===== config.mk =====
export PLATFORM = sky130hd
export DESIGN_NAME = rbch_ctrl
export DESIGN_NICKNAME = d
export VERILOG_FILES = /design/src/rtl/ray_box_closest_hit_unit_assert.svh /design/src/rtl/rbch_pkg.sv /design/src/rtl/rbch_ctrl.sv
export SDC_FILE = /design/constraint.sdc
export NUM_CORES = 1
export LEC_CHECK = 0
export ABC_AREA = 1
export ABC_CLOCK_PERIOD_IN_PS = 1300
export BUFFER_PORTS_ARGS = -buffer_cell sky130_fd_sc_hd__buf_2
export CORE_AREA = 2 2 39 41
export DETAILED_ROUTE_END_ITERATION = 8
export DIE_AREA = 0 0 41 43
export PLACE_DENSITY = 0.67
export SETUP_SLACK_MARGIN = 0.1
export SLEW_MARGIN = 20
export SYNTH_ARGS = -nofsm -noshare
export SYNTH_HDL_FRONTEND = slang
export SYNTH_SLANG_ARGS = --single-unit

===== constraint.sdc =====
create_clock -name i_clk -period 1.3 [get_ports i_clk]
set_input_delay 0.13 -clock i_clk [delete_from_list [all_inputs] [get_ports i_clk]]
set_output_delay 0.13 -clock i_clk [all_outputs]
set_load 0.03 [all_outputs]

===== src/rtl/ray_box_closest_hit_unit_assert.svh =====
// ============================================================================
// Assertion macros for the ray box closest hit unit
// Shared concurrent check forms, clocked on i_clk and off while in reset.
// ============================================================================
`ifndef RAY_BOX_CLOSEST_HIT_UNIT_ASSERT_SVH
`define RAY_BOX_CLOSEST_HIT_UNIT_ASSERT_SVH

// Check that a condition implies a consequence in the same cycle
`define RBCH_ASSERT_NOW(label, ante, cons, msg) \
    label: assert property (@(posedge i_clk) disable iff (!i_rst_n) (ante) |-> (cons)) \
        else $error(msg);

// Check that a condition implies a consequence in the next cycle
`define RBCH_ASSERT_NEXT(label, ante, cons, msg) \
    label: assert property (@(posedge i_clk) disable iff (!i_rst_n) (ante) |=> (cons)) \
        else $error(msg);

`endif


===== src/rtl/rbch_pkg.sv =====
// ============================================================================
// rbch_pkg
// Shared types and constants of the ray box closest hit unit.
// ============================================================================
package rbch_pkg;

    localparam int COORD_WIDTH_DEF   = 24;
    localparam int FRACTION_BITS_DEF = 16;
    localparam int TAG_WIDTH_DEF     = 16;
    localparam int LAYER_WIDTH       = 32;
    localparam int CFG_INDEX_WIDTH   = 3;

    // Configuration register indexes
    typedef enum logic [CFG_INDEX_WIDTH-1:0] {
        CFG_ORIGIN_X   = 3'd0,
        CFG_ORIGIN_Y   = 3'd1,
        CFG_DIR_X      = 3'd2,
        CFG_DIR_Y      = 3'd3,
        CFG_LAYER_MASK = 3'd4
    } t_cfg_index;

    // Face normal codes
    localparam logic [1:0] NORMAL_POS_X = 2'd0;
    localparam logic [1:0] NORMAL_NEG_X = 2'd1;
    localparam logic [1:0] NORMAL_POS_Y = 2'd2;
    localparam logic [1:0] NORMAL_NEG_Y = 2'd3;

    typedef enum logic [3:0] {
        S_IDLE,
        S_SLAB,
        S_MUL1,
        S_SEL,
        S_MUL2,
        S_TEST,
        S_DIV,
        S_UPD,
        S_FIN,
        S_HMUL,
        S_EMIT
    } t_state;

    // Commands from the controller to the datapath
    typedef struct packed {
        logic load_box;
        logic slab;
        logic mul1;
        logic sel;
        logic mul2;
        logic test;
        logic div_step;
        logic update;
        logic hmul;
        logic emit;
    } t_dp_cmd;

    // Status from the datapath to the controller
    typedef struct packed {
        logic live;
        logic cand;
        logic div_last;
        logic last;
        logic out_free;
    } t_dp_status;

endpackage


===== src/rtl/rbch_ctrl.sv =====
// ============================================================================
// rbch_ctrl
// Sequencer that walks one box at a time through the slab test, the
// divider and the result stage.
// ============================================================================
module rbch_ctrl (
    input  logic                  i_clk,
    input  logic                  i_rst_n,
    input  logic                  i_in_valid,
    output logic                  o_in_ready,
    input  rbch_pkg::t_dp_status  i_status,
    output rbch_pkg::t_dp_cmd     o_cmd
);
    import rbch_pkg::*;

    t_state r_state;
    t_state n_state;

    // State register
    always_ff @(posedge i_clk) begin
        if (!i_rst_n) begin
            r_state <= S_IDLE;
        end else begin
            r_state <= n_state;
        end
    end

    // Next state and commands
    always_comb begin
        n_state    = r_state;
        o_cmd      = '0;
        o_in_ready = 1'b0;
        unique case (r_state)
            S_IDLE: begin
                o_in_ready = 1'b1;
                if (i_in_valid) begin
                    o_cmd.load_box = 1'b1;
                    n_state        = S_SLAB;
                end
            end
            S_SLAB: begin
                o_cmd.slab = 1'b1;
                n_state    = S_MUL1;
            end
            S_MUL1: begin
                if (!i_status.live) begin
                    n_state = S_FIN;
                end else begin
                    o_cmd.mul1 = 1'b1;
                    n_state    = S_SEL;
                end
            end
            S_SEL: begin
                o_cmd.sel = 1'b1;
                n_state   = S_MUL2;
            end
            S_MUL2: begin
                o_cmd.mul2 = 1'b1;
                n_state    = S_TEST;
            end
            S_TEST: begin
                o_cmd.test = 1'b1;
                n_state    = S_DIV;
            end
            S_DIV: begin
                if (!i_status.cand) begin
                    n_state = S_FIN;
                end else begin
                    o_cmd.div_step = 1'b1;
                    if (i_status.div_last) begin
                        n_state = S_UPD;
                    end
                end
            end
            S_UPD: begin
                o_cmd.update = 1'b1;
                n_state      = S_FIN;
            end
            S_FIN: begin
                n_state = i_status.last ? S_HMUL : S_IDLE;
            end
            S_HMUL: begin
                o_cmd.hmul = 1'b1;
                n_state    = S_EMIT;
            end
            S_EMIT: begin
                if (i_status.out_free) begin
                    o_cmd.emit = 1'b1;
                    n_state    = S_IDLE;
                end
            end
            default: begin
                n_state = S_IDLE;
            end
        endcase
    end

endmodule


==> results.ini, run 1 <==
[synthesis]
ys_seq_area_frac = 0.198
synth.net_count = 78
syn_area_um2 = 404
synthCells = 70
avgSynthCellArea_um2 = 5.77
yosys.area.top_type = dfxtp_1
ys_top_cells_by_area = dfxtp_1, nand2_1, inv_1
synth.ff_latch_count = 4
yosys.cell_types.count = 18
synth_top_cell_area_share = 0.198
yosysWarnings = 0

[setup_path]
cp-end-kind = output port
crit_arrival_ns = 1.13
critPathRequiredTime_ns = 1.17
cp_max_fo = 4
setup.worst_path.class = register to output port
worstSetupStartpointType = register

[run_status]
status = finished, final reports clean

[power_and_ir_drop]
clkPwrFrac = 0.213
switching_share = 0.413
irDropWorstVdd_mv = 0.546
p_leak_nw = 0.403
combinationalPowerShare = 0.544
power_switching_mw = 0.284
p_seq_frac = 0.243
finalPower_mw = 0.688
internal_power_mw = 0.404
power_per_cell_area_nw_per_um2 = 927

[place]
port_buffers = 18
placed_area_um2 = 526
dp_hpwl_um = 799
gp_congestion = 0.881

[global_route]
use_met2 = 0.244
overflow = 0
grt_max_degree = 6
grt_pass1_wl_um = 1820
grt_usage = 0.149
antenna_found_initial = 0
top_usage_layer = met2
met3_usage = 0.0366
use_met1 = 0.164
first_global_vias = 494

[routing]
drc = 0
vias = 521
wl_per_cell_um = 10.4
drt_iter0_drc = 7
ant_nets = 0
vias_per_cell = 4.53
firstDrtPassIters = 4
routed_wl_um = 1200

[clock_network]
cts_tree = yes
root_buffer = clkbuf_4
path_clk_slew_ns = 0.03
h-tree-depth = 1
cts.sinks = 4
clock_latency_ns = 0.23
cts.path.max_buffers = 2
cts_buffers = 3

[die]
io_pins = 19
row_count = 14
die-width_um = 41
die_h_um = 43
core-area_um2 = 1380
dieArea_um2 = 1760
start_util = 0.292

[cells_and_area]
top_regs = r_state x4
layout_commonest_cell = buf_4
regMostFlops = r_state
postLayoutCoreUtil = 0.536
fin_area_um2 = 742
n_antenna_cell = 0
largest_reg_flops = 4
drive_above_1_share = 0.636
area_growth_pct = 83.6
nets = 109
final_cell_mix = buf_4, nor2_1, nand2_1, inv_1, buf_6

[timing]
hold_viol = 0
period_needed_ns = 1.26
worst_pin_slew_ns = 0.172
slew_headroom = 0.884
grt_setup_unrepaired = yes
fin_tns_setup_ns = 0
slew_viol_final = 0
fin_skew_ns = 0.000367
fmax_ghz = 0.793
fin_hold_ws_ns = 0.101
min_period_over_period = 0.970
setup_viol = 0

[worst_hold_path]
hold_path.class = input port to register

[job]
maxCapViolations = 0

[layer usage]
metal  wire [µm]  part of all wire
met5           0                 0
met4          14             0.012
met3          41             0.034
met2         664              0.55
met1         477              0.40
[stage by stage]
step           setup WS, ns  cells
2_1_floorplan        0.0768     70
3_3_place_gp          0.146    104
3_5_place_dp          0.147    104
4_1_cts              0.0566    112
5_1_grt             -0.0300    115
6_report             0.0393    115
[worst max-delay path, cell delays in order (launching register included)]
cell	delay, ns
dfxtp_4	0.36
nor2_4	0.16
inv_2	0.08
nor3_2	0.11
buf_4	0.18
[cell usage after synthesis, drive strengths merged]
| master | n |
|---|---|
| a21oi | 1 |
| o21ai | 1 |
| nand4 | 2 |
| nand3 | 6 |
| dfxtp | 4 |
| nor4 | 1 |
| inv | 19 |
| nor3 | 1 |
| nand2 | 17 |
| a31oi | 1 |
| nor2 | 16 |
| nand3b | 1 |
[cell families after synthesis]
| logic type | count (synthesis) | share of synthesized area |
|---|---|---|
| buffers and inverters | 19 | 0.176 |
| AND/OR/NAND/NOR | 44 | 0.576 |
| AO/OA/AOI/OAI | 3 | 0.0495 |
| flip-flops | 4 | 0.198 |
[timing repair]
item                                    in CTS  in global routing
pin swaps                                    5                 10
endpoints found under the setup margin      11                 14
buffers inserted                             5                  3
gates resized for setup                     29                 20
hold buffers                                 0                  0
[power groups by stage]
stage | clock network (mW) | logic, mW | registers, mW
2_1_floorplan | 0 | 0.206 | 0.153
6_report | 0.147 | 0.374 | 0.167
3_5_place_dp | 0 | 0.265 | 0.155
3_3_place_gp | 0 | 0.262 | 0.155
4_1_cts | 0.155 | 0.316 | 0.162
5_1_grt | 0.168 | 0.402 | 0.169
[final timing paths]
check | startpoint | to | slack, ns | depth (start not counted)
setup / recovery | r_state[3] | o_cmd[9] | 0.04 | 4
hold / removal | i_rst_n | r_state[3] | 0.10 | 3
setup reg to reg | r_state[1] | r_state[0] | 0.14 | 8
hold reg to reg | r_state[3] | r_state[2] | 0.61 | 3
[final cells by class]
type	count	area, µm²
clock buffer	3	22.5
fill	130	642
inverter	19	83.8
multi-input combinational	47	313
sequential	4	95.1
tap	16	20.0
timing repair buffer	26	208
Power figures use the tool's default switching activity.
==> inputs of run 2 (changes only) <==
--- a/config.mk
+++ b/config.mk
@@ -5,13 +5,13 @@
 export SDC_FILE = /design/constraint.sdc
 export NUM_CORES = 1
 export LEC_CHECK = 0
-export ABC_AREA = 1
+export ABC_AREA = 0
 export ABC_CLOCK_PERIOD_IN_PS = 1300
 export BUFFER_PORTS_ARGS = -buffer_cell sky130_fd_sc_hd__buf_2
 export CORE_AREA = 2 2 39 41
 export DETAILED_ROUTE_END_ITERATION = 8
 export DIE_AREA = 0 0 41 43
-export PLACE_DENSITY = 0.67
+export PLACE_DENSITY = 0.66
 export SETUP_SLACK_MARGIN = 0.1
 export SLEW_MARGIN = 20
 export SYNTH_ARGS = -nofsm -noshare
==> results.ini, run 2 <==
[run_status]
status = finished, final reports clean

[synthesis]
ys_top_cells_by_area = dfxtp_1, nor2_1, and3_1
synth_edf_count = 0
syn_area_um2 = 394
ys_seq_area_frac = 0.203
synth.ff_latch_count = 4
yosys.cell_types.count = 28
synth_common_cells = nor2_1, nand2_1, dfxtp_1, inv_1
yosysMostFrequentCell = nor2_1
synth.net_count = 65
avgSynthCellArea_um2 = 6.91
synthArstFlopShare = 0
yosysWarnings = 0
yosys.area.top_type = dfxtp_1
synth_ff_type = dfxtp_1
synth_top_cell_area_share = 0.203
synthCells = 57

[clock_network]
clock_latency_ns = 0.23
cts.path.max_buffers = 2
cts_buffers = 3
cts.sinks = 4
h-tree-depth = 1
postCtsHoldBufs = 0
path_clk_slew_ns = 0.03
cts_tree = yes
root_buffer = clkbuf_4

[routing]
vias = 539
drc = 0
drt_iter0_drc = 5
routed_wl_um = 1310
firstDrtPassIters = 4
wl_per_cell_um = 12.5
ant_nets = 0
vias_per_cell = 5.18

[timing]
fin_skew_ns = 0.00284
fin_tns_setup_ns = 0
setup_viol = 0
worst_pin_slew_ns = 0.243
min_period_over_period = 0.993
layout_setup_ws_ns = 0.00884
slew_viol_final = 0
fmax_ghz = 0.774
period_needed_ns = 1.29
hold_viol = 0
grt_setup_unrepaired = yes
slew_headroom = 0.836

[cells_and_area]
regArea_um2 = 95.1
drive_above_1_share = 0.648
top_regs = r_state x4
finalNonFillerCells = 104
largest_reg_flops = 4
final_cell_mix = buf_4, buf_6, buf_2
n_antenna_cell = 0
fin_area_um2 = 766
nets = 98
layout_commonest_cell = buf_4
regMostFlops = r_state
area_growth_pct = 94.3
postLayoutCoreUtil = 0.553
fillCellCount = 128
multi_input_area_um2 = 368

[die]
core-area_um2 = 1380
die-width_um = 41
io_pins = 19
start_util = 0.285
dieArea_um2 = 1760
row_count = 14
die_h_um = 43

[setup_path]
critPathRequiredTime_ns = 1.17
cp_max_fo = 7
critPathTopFamily = flip-flops
worstSetupStartpointType = register
critPathSlowestCell = dfxtp_4
crit_arrival_ns = 1.16
critical_path.cell_chain = buf_6, nor4_4, buf_4
cp_num_buf_inv = 2
cpPeakStageDelay_ns = 0.36
cp-end-kind = output port
setup.worst_path.class = register to output port

[power_and_ir_drop]
power_per_cell_area_nw_per_um2 = 1410
irDropWorstVdd_mv = 0.842
p_leak_nw = 0.327

[place]
pre_cts_ws_ns = -0.105
gp_congestion = 0.750
placed_area_um2 = 564
port_buffers = 18
dp_hpwl_um = 904
dp.cells = 95

[global_route]
grt_pass1_wl_um = 2080
first_global_vias = 530
grt_max_degree = 8
antenna_found_initial = 0
grt_usage = 0.172
overflow = 0

[worst_hold_path]
hold_path.class = input port to register

[job]
maxCapViolations = 0

## run 2: metrics by stage
stage               total power, mW  hold slack, ns
finish                         1.08           0.166
global route                   1.15           0.162
CTS                            1.02           0.152
detailed placement            0.709           0.396
global placement              0.704           0.390
floorplan                     0.547           0.243
## run 2: final cells by class
cell class              count  area share
repair buffers             32       0.320
multi-input cells          45       0.480
well taps                  16      0.0261
inverters                   4      0.0196
clock buffers               3      0.0294
flip-flops and latches      4       0.124
## run 2: worst register-to-register path, cell delays in order, from the launching register on
cell     delay (ns)
dfxtp_4        0.37
or4b_1         0.54
o22ai_2        0.15
nand2_1        0.09
o21ai_2        0.06
## run 2: power by group
part	internal, mW	leakage (nW)	total, mW	switching, mW
registers	0.160	0.0356	0.224	0.0639
logic	0.333	0.278	0.704	0.371
clock network	0.103	0.0138	0.149	0.0463
total	0.596	0.327	1.08	0.481
## run 2: path summary, 6_finish.rpt
path | from | end | slack (ns) | cells past startpoint
hold reg to reg | r_state[0] | r_state[0] | 0.61 | 2
setup / recovery | r_state[0] | o_cmd[3] | 0.009 | 3
setup reg to reg | r_state[3] | r_state[1] | 0.02 | 4
hold / removal | i_rst_n | r_state[1] | 0.17 | 3
## run 2: logic make-up (layout without fill, tap and decap cells)
family | count (synthesis) | count (layout) | synth area share
simple gates | 31 | 31 | 0.438
compound gates | 13 | 13 | 0.232
buf+inv | 8 | 39 | 0.102
flops | 4 | 4 | 0.203
mux | 1 | 1 | 0.0254
## run 2: layer usage
layer  up-vias  GRT usage  part of all wire
met5         -          0                 0
met2        17      0.300              0.55
met3         0     0.0419             0.064
met4         0     0.0867                 0
met1       253      0.174              0.38
li1        269          -                 -
## run 2: timing repair
| item | CTS | global route |
|---|---|---|
| cloned | 0 | 0 |
| buffers inserted | 5 | 1 |
| pin swaps | 4 | 4 |
| setup endpoints to repair | 14 | 14 |
| gates resized for setup | 37 | 9 |
